==> src/design/iminpq_ram.sv <==
// ----------------------------------------------------------------------------
// Generic simple dual-port RAM
// One write port, one read port with registered read data.
// ----------------------------------------------------------------------------
module iminpq_ram #(
    parameter int WIDTH = 8,
    parameter int DEPTH = 16
) (
    input  logic                     clk,
    input  logic                     we,
    input  logic [$clog2(DEPTH)-1:0] waddr,
    input  logic [WIDTH-1:0]         wdata,
    input  logic [$clog2(DEPTH)-1:0] raddr,
    output logic [WIDTH-1:0]         rdata
);

    logic [WIDTH-1:0] mem [DEPTH];

    // Write and registered read
    always_ff @(posedge clk) begin
        if (we) begin
            mem[waddr] <= wdata;
        end
        rdata <= mem[raddr];
    end

endmodule

==> config.mk <==
export PLATFORM = sky130hd
export DESIGN_NAME = iminpq_ram
export DESIGN_NICKNAME = d
export VERILOG_FILES = /design/src/design/iminpq_ram.sv
export SDC_FILE = /design/constraint.sdc
export NUM_CORES = 1
export LEC_CHECK = 0
export BUFFER_PORTS_ARGS = -buffer_cell sky130_fd_sc_hd__buf_2
export CAP_MARGIN = 20
export CORE_MARGIN = 4
export CORE_UTILIZATION = 25
export CTS_CLUSTER_DIAMETER = 80
export DETAILED_ROUTE_END_ITERATION = 7
export GPL_ROUTABILITY_DRIVEN = 1
export PLACE_DENSITY = 0.44
export SLEW_MARGIN = 20
export SYNTH_ARGS = -nofsm -noshare
export SYNTH_HDL_FRONTEND = slang
export SYNTH_SLANG_ARGS = --single-unit
==> constraint.sdc <==
create_clock -name clk -period 2.1 [get_ports clk]
set_input_delay 0.21 -clock clk [delete_from_list [all_inputs] [get_ports clk]]
set_output_delay 0.21 -clock clk [all_outputs]
set_load 0.01 [all_outputs]
; After elaboration in Yosys (flattened, before gate mapping)
; Memory sizes are Yosys's and may differ from the RTL's. A register that Yosys moved wholly into a read port is not among the register bits.
; Index checks and enable logic that the tools add are counted.
[op_classes]
mux = 2
[op_table]
columns = cell, count
row1 = 1-bit 2-to-1 mux, 2
[word_totals]
regBits = 0
mem_bits_rw = 128
inputBits = 18
wordCells = 3
mem_count = 1
[mem_list]
columns = name, words, word_bits, rd, rd_ports_with_merged_regs, write_ports, line_no
row1 = mem, 16, 8, 1, 1, 1, 17  ; logic [WIDTH-1:0] mem [DEPTH];

; Longest topological paths before layout
; Gate-level depths: netlist of the first run.
[depth]
depth_word = 2
mapped_depth = 5
depth_no_buf = 3

; Worst setup path after synthesis of the first run
; Ideal clock, no wire load.
[synth_path]
path_kind = input -> register
from = input port waddr[2]
to = memory mem[0][0] (enable)
setup_ps = 383
arrival_ps = 1320
path_slack_ps = 397
path_stages = 2
path_cell_list = or3b_2 > nor3_1
[synth_lines]
columns = element, line_no
row1 = start: declaration, 11  ; input logic [$clog2(DEPTH)-1:0] waddr,
row2 = end: declaration, 17
; No word-level cell before the write port.

==> results of run 1 <==
==> final timing paths <==
check | startpoint | end | slack, ns
worst max register to register | mem[0][3] | rdata[3] | 0.68
worst min register to register | mem[8][2] | rdata[2] | 0.68
worst min-delay path | wdata[4] | mem[4][4] | 0.18
worst max-delay path | mem[0][3] | rdata[3] | 0.68
==> flip-flops by register name, summed over array words and instances (netlist names) <==
signal / cells
mem: 128
rdata: 8
==> cell type report <==
class / instances / share of cell area (%)
Clock buffer: 18 / 6.77
Clock inverter: 14 / 2.86
Multi-Input combinational cell: 83 / 16.7
Sequential cell: 136 / 63.2
Tap cell: 270 / 5.33
Timing Repair Buffer: 49 / 5.21
==> worst register-to-register path: stages (launching register included) <==
cell      delay (ns)
edfxtp_1        0.36
mux4_1          0.52
a22oi_1         0.33
nand2_1         0.10
==> cells in the final DEF (no fill, tap or decap), types with 2 or more instances in the layout <==
master and count:
clkinv_4 2, nand3b_1 2, dfxtp_1 8, mux4_2 18, buf_4 22, nand2b_1 2, nor2_1 13, nand2_1 9
clkbuf_16 17, bufinv_16 4, buf_2 25, clkinv_1 3, clkinv_2 2, buf_12 2, clkinvlp_4 3, mux4_1 14
nor3_1 4, edfxtp_1 128, a22oi_1 16
==> per-stage QoR <==
| step | power (mW) | setup slack [ns] | area [sq um] |
|---|---|---|---|
| final | 6.40 | 0.681 | 6340 |
| after global routing | 6.65 | 0.578 | 6340 |
| after CTS | 6.49 | 0.692 | 6340 |
| after detailed placement | 3.42 | 0.323 | 5730 |
| after global placement | 3.41 | 0.334 | 5730 |
| after floorplan | 3.27 | 0.397 | 5150 |
==> power by group through the flow <==
stage | Combinational [mW] | Clock, mW | Sequential (mW)
6_report | 0.297 | 3.05 | 3.05
5_1_grt | 0.327 | 3.26 | 3.06
4_1_cts | 0.306 | 3.13 | 3.05
3_5_place_dp | 0.305 | 0 | 3.11
2_1_floorplan | 0.154 | 0 | 3.11
3_3_place_gp | 0.300 | 0 | 3.11
==> cell families (layout without fill, tap and decap cells) <==
group	Yosys count	after routing
buffers and inverters	10	81
muxes	32	32
DFF	136	136
and+or+nand+nor	35	35
AOI/OAI and AO/OA	16	16
==> layer usage <==
layer  vias to the layer above  GRT usage (%)  part of all wire, %
met5                         -              0                0.081
met4                         2           4.58                  1.5
met3                        16           3.30                  3.4
met2                        43           16.1                   48
met1                      1287           14.4                   47
li1                       1091              -                    -
==> impl_metrics.tcl, run 1 <==
set metrics [dict create \
    seqCellArea_sq_um 4000 \
    min_path_cells 1 \
    clock_path_buffers 2 \
    slew_viol_final 0 \
    cts_setup_buffers 0 \
    ys_types 19 \
    cts_root_buf "clkbuf_16" \
    synth_area_per_cell_sq_um 22.5 \
    final_util_pct 31.3 \
    switching_share_pct 19.8 \
    switching_power_mw 1.27 \
    critPathTopFamily "multiplexers" \
    dp_hpwl_mm 7.06 \
    area_growth_pct 23.2 \
    hold_viol 0 \
    synth_top_family_by_area "multiplexers" \
    ant_nets 0 \
    std_cell_rows 52 \
    drt_iter0_drc 170 \
    cts-buffers-inserted 17 \
    gp_congestion 0.717 \
    max-vdd-ir-drop_mv 0.650 \
    crit_fanout 1 \
    yosys-top-cells-count "edfxtp_1 (128), mux4_2 (18), a22oi_1 (16)" \
    wirelength_mm 11.1 \
    final_cells 570 \
    cts_tree "yes" \
    antenna_found_initial 1 \
    die_h_um 151 \
    cts-resized-gates 0 \
    yosys.area_share.adder_pct 0 \
    synthFlopType "edfxtp_1" \
    firstDrtPassIters 4 \
    multi_input_area_sq_um 1060 \
    skew_ns 0.00645 \
    p_leak_nw 2.12 \
    crit_type "reg2reg" \
    worst_path_largest_cell_delay_ns 0.52 \
    intPower_mw 5.13 \
    cp_slowest_cell "mux4_1" \
    fin_crit_ns 1.42 \
    syn_nets 247 \
    cts_hold_buf 0 \
    yosys_warnings 0 \
    path_depth 3 \
    cap_viol_max_count 0 \
    hold_slack_ns 0.182 \
    yosys.area_share.simple_pct 3.18 \
    fmax_mhz 705 \
    track_usage_pct 10.7 \
    synth_top_area_share_pct 74.7 \
    syn-cell-area_sq_um 5150 \
    grt_max_degree 33 \
    required_ns 2.40 \
    synth_seq_cells 136 \
    drive_gt1_share_pct 32.0 \
    viasPerCell 4.28 \
    worst-r2r-cell-count 3 \
    htree_levels 4 \
    worstMarginPinSlew_ns 0.457 \
    post_drt_wl_per_cell_um 19.5 \
    fin_setup_tns_ns 0 \
    crit_chain "mux4_1 -> a22oi_1 -> nand2_1" \
    synth-compound-area-share_pct 2.33 \
    grt_first_pass_wirelength_mm 16.9 \
    synth_edf_count 128 \
    min_period_over_period_pct 67.6 \
    syn-instance-count 229 \
    status "finished, final reports clean" \
    clkSinkCount 136 \
    die_area_sq_um 22900 \
    start_util_pct 25.4 \
    fill_cells 1931 \
    grt-ovfl-total 0 \
    critical_path_buf_inv_count 0 \
    combinationalPowerShare_pct 4.6 \
    nNetsFinal 305 \
    cp-end-kind "flop" \
    power_density_nw_per_um2 1010 \
    ys_top_cells_by_area "edfxtp_1 (75%), mux4_2 (7.9%), mux4_1 (7.1%)" \
    critical_path.startpoint_type "flop" \
    die_w_um 151 \
    power_frac_clock_pct 47.6 \
    setup_viol 0 \
    dp_cells 538 \
    seq_area_frac_synth_pct 77.8 \
    synth_top_area_cell "edfxtp_1" \
    rsz0062_at_grt "no" \
    first_global_vias 2587 \
    synth.most_common_cell "edfxtp_1" \
    diodes 0 \
    synthArstFlopShare_pct 0 \
    vias 2439 \
    seqPwrFrac_pct 47.7 \
    pin_count 26 \
    portBuffers 25 \
    fp.coreArea_sq_um 20200 \
    cp.arrival_ns 1.72 \
    clkTransAtPathRegs_ns 0.06 \
    muxShareOfSynthArea_pct 15.0 \
    hold_path.class "in2reg" \
    drc 0 \
    relSlewSlack_pct 69.5 \
    synth-xor-area-share_pct 0 \
    clock_latency_ns 0.42 \
]
Note: power is estimated with default switching activity, not from simulation.
==> inputs of run 2 (changes only) <==
==> constraint.sdc (replaced) <==
create_clock -name clk -period 1.5 [get_ports clk]
set_input_delay 0.15 -clock clk [delete_from_list [all_inputs] [get_ports clk]]
set_output_delay 0.15 -clock clk [all_outputs]
set_load 0.01 [all_outputs]
==> impl_metrics.tcl, run 2 (synthesis gave the netlist of run 1 again) <==
set metrics [dict create \
    fin_setup_tns_ns 0 \
    met1Wirelength_mm 5.69 \
    power_density_nw_per_um2 1400 \
    vias 2534 \
    cts_hold_buf 0 \
    worst_path_largest_cell_delay_ns 0.52 \
    grt_max_degree 20 \
    wl_met3_um 808 \
    setup_viol 0 \
    cts-buffers-inserted 17 \
    p_leak_nw 2.16 \
    htree_levels 4 \
    fp.coreArea_sq_um 20200 \
    clkTransAtPathRegs_ns 0.06 \
    max-vdd-ir-drop_mv 0.759 \
    cp-end-kind "flop" \
    required_ns 1.80 \
    slew_viol_final 0 \
    viasPerCell 4.40 \
    largest_registers "mem: 128 flops, rdata: 8 flops" \
    wirelength_mm 12.0 \
    dr.max_layer_used "met4" \
    skew_ns 0.00745 \
    final_cells 576 \
    diodes 0 \
    cts_tree "yes" \
    drive_gt1_share_pct 33.3 \
    crit_type "reg2reg" \
    placed_cell_area_sq_um 5830 \
    drt_iter0_drc 206 \
    route.met2.wl_mm 5.32 \
    portBuffers 25 \
    die_w_um 151 \
    mostFrequentLayoutCells "edfxtp_1 (128), buf_2 (25), buf_4 (24), mux4_2 (18), clkbuf_16 (17)" \
    multi_input_area_sq_um 1060 \
    pin_count 26 \
    layout_commonest_cell "edfxtp_1" \
    min_period_over_period_pct 98.3 \
    clkSinkCount 136 \
    worstMarginPinSlew_ns 0.817 \
    die_area_sq_um 22900 \
    track_usage_pct 11.3 \
    cp_slowest_cell "mux4_2" \
    status "finished, final reports clean" \
    post_drt_wl_per_cell_um 20.8 \
    rsz0062_at_grt "no" \
    ant_nets 0 \
    crit_fanout 1 \
    hold_path.class "in2reg" \
    gp_congestion 0.691 \
    hold_viol 0 \
    cap_viol_max_count 0 \
    firstDrtPassIters 4 \
    start_util_pct 25.4 \
    fin_area_sq_um 6440 \
    first_global_vias 2623 \
    relSlewSlack_pct 45.4 \
    drc 0 \
    crit_chain "mux4_2 -> a22oi_1 -> nand2_1" \
    cts-resized-gates 0 \
    fill_cells 1928 \
    max_flop_register "mem" \
    fmax_mhz 678 \
    grt-ovfl-total 0 \
    seqCellArea_sq_um 4000 \
    dp_hpwl_mm 7.91 \
    cp.arrival_ns 1.77 \
    clock_path_buffers 2 \
    nNetsFinal 311 \
    clock_latency_ns 0.42 \
    die_h_um 151 \
    fin_crit_ns 1.47 \
    cts_root_buf "clkbuf_16" \
    largest_register_ffs 128 \
    area_growth_pct 25.1 \
    dp_cells 544 \
    power_mw 9.02 \
    std_cell_rows 52 \
    antenna_found_initial 0 \
    critical_path.startpoint_type "flop" \
    cts_setup_buffers 0 \
    grt_first_pass_wirelength_mm 17.8 \
]
run 2: cell types whose count changed in the layout (fill, tap and decap cells not counted):
cell	delta
clkinvlp_4	+1
clkinv_2	-1
clkinv_4	-2
inv_6	+1
nor3_2	+1
buf_4	+2
nor3_1	-1
clkbuf_1	-1
buf_12	+4
clkinv_1	+2
run 2: critical path: cells and delay by family (launching register included):
kind	cells	cell delay, ns
DFF	1	0.36
muxes	1	0.52
AOI/OAI and AO/OA	1	0.37
and+or+nand+nor	1	0.09
run 2: where the power goes:
group          switching [mW]  total, mW  internal, mW
Clock                    1.54       4.29          2.75
Combinational           0.259      0.455         0.196
Sequential             0.0249       4.27          4.25
run 2: cell type report:
type	instances	share of cell area [%]
sequential	136	62.2
multi-input combinational	83	16.5
clock buffer	17	6.61
timing repair buffer	55	6.61
tap	270	5.25
clock inverter	15	2.84
run 2: final timing paths:
path,slack [ns],cells after the start,end,startpoint
max,0.03,3,rdata[7],mem[7][7]
min,0.13,1,mem[3][2],wdata[2]
max reg2reg,0.03,3,rdata[7],mem[7][7]
min reg2reg,0.67,3,rdata[7],mem[12][7]
run 2: metal layers:
metal	global-route usage, %	vias to the layer above
met2	15.8	75
met1	16.2	1348
met4	3.77	0
li1	-	1098
met3	4.22	13
met5	0	-
run 2: through the flow:
step	hold WS (ns)	worst slack (ns)	utilization, %
2_1_floorplan	0.249	0.0839	-
3_3_place_gp	0.550	-0.237	28.8
3_5_place_dp	0.551	-0.206	28.8
4_1_cts	0.112	0.0309	31.8
5_1_grt	0.118	0.00241	31.8
6_report	0.126	0.0259	31.8
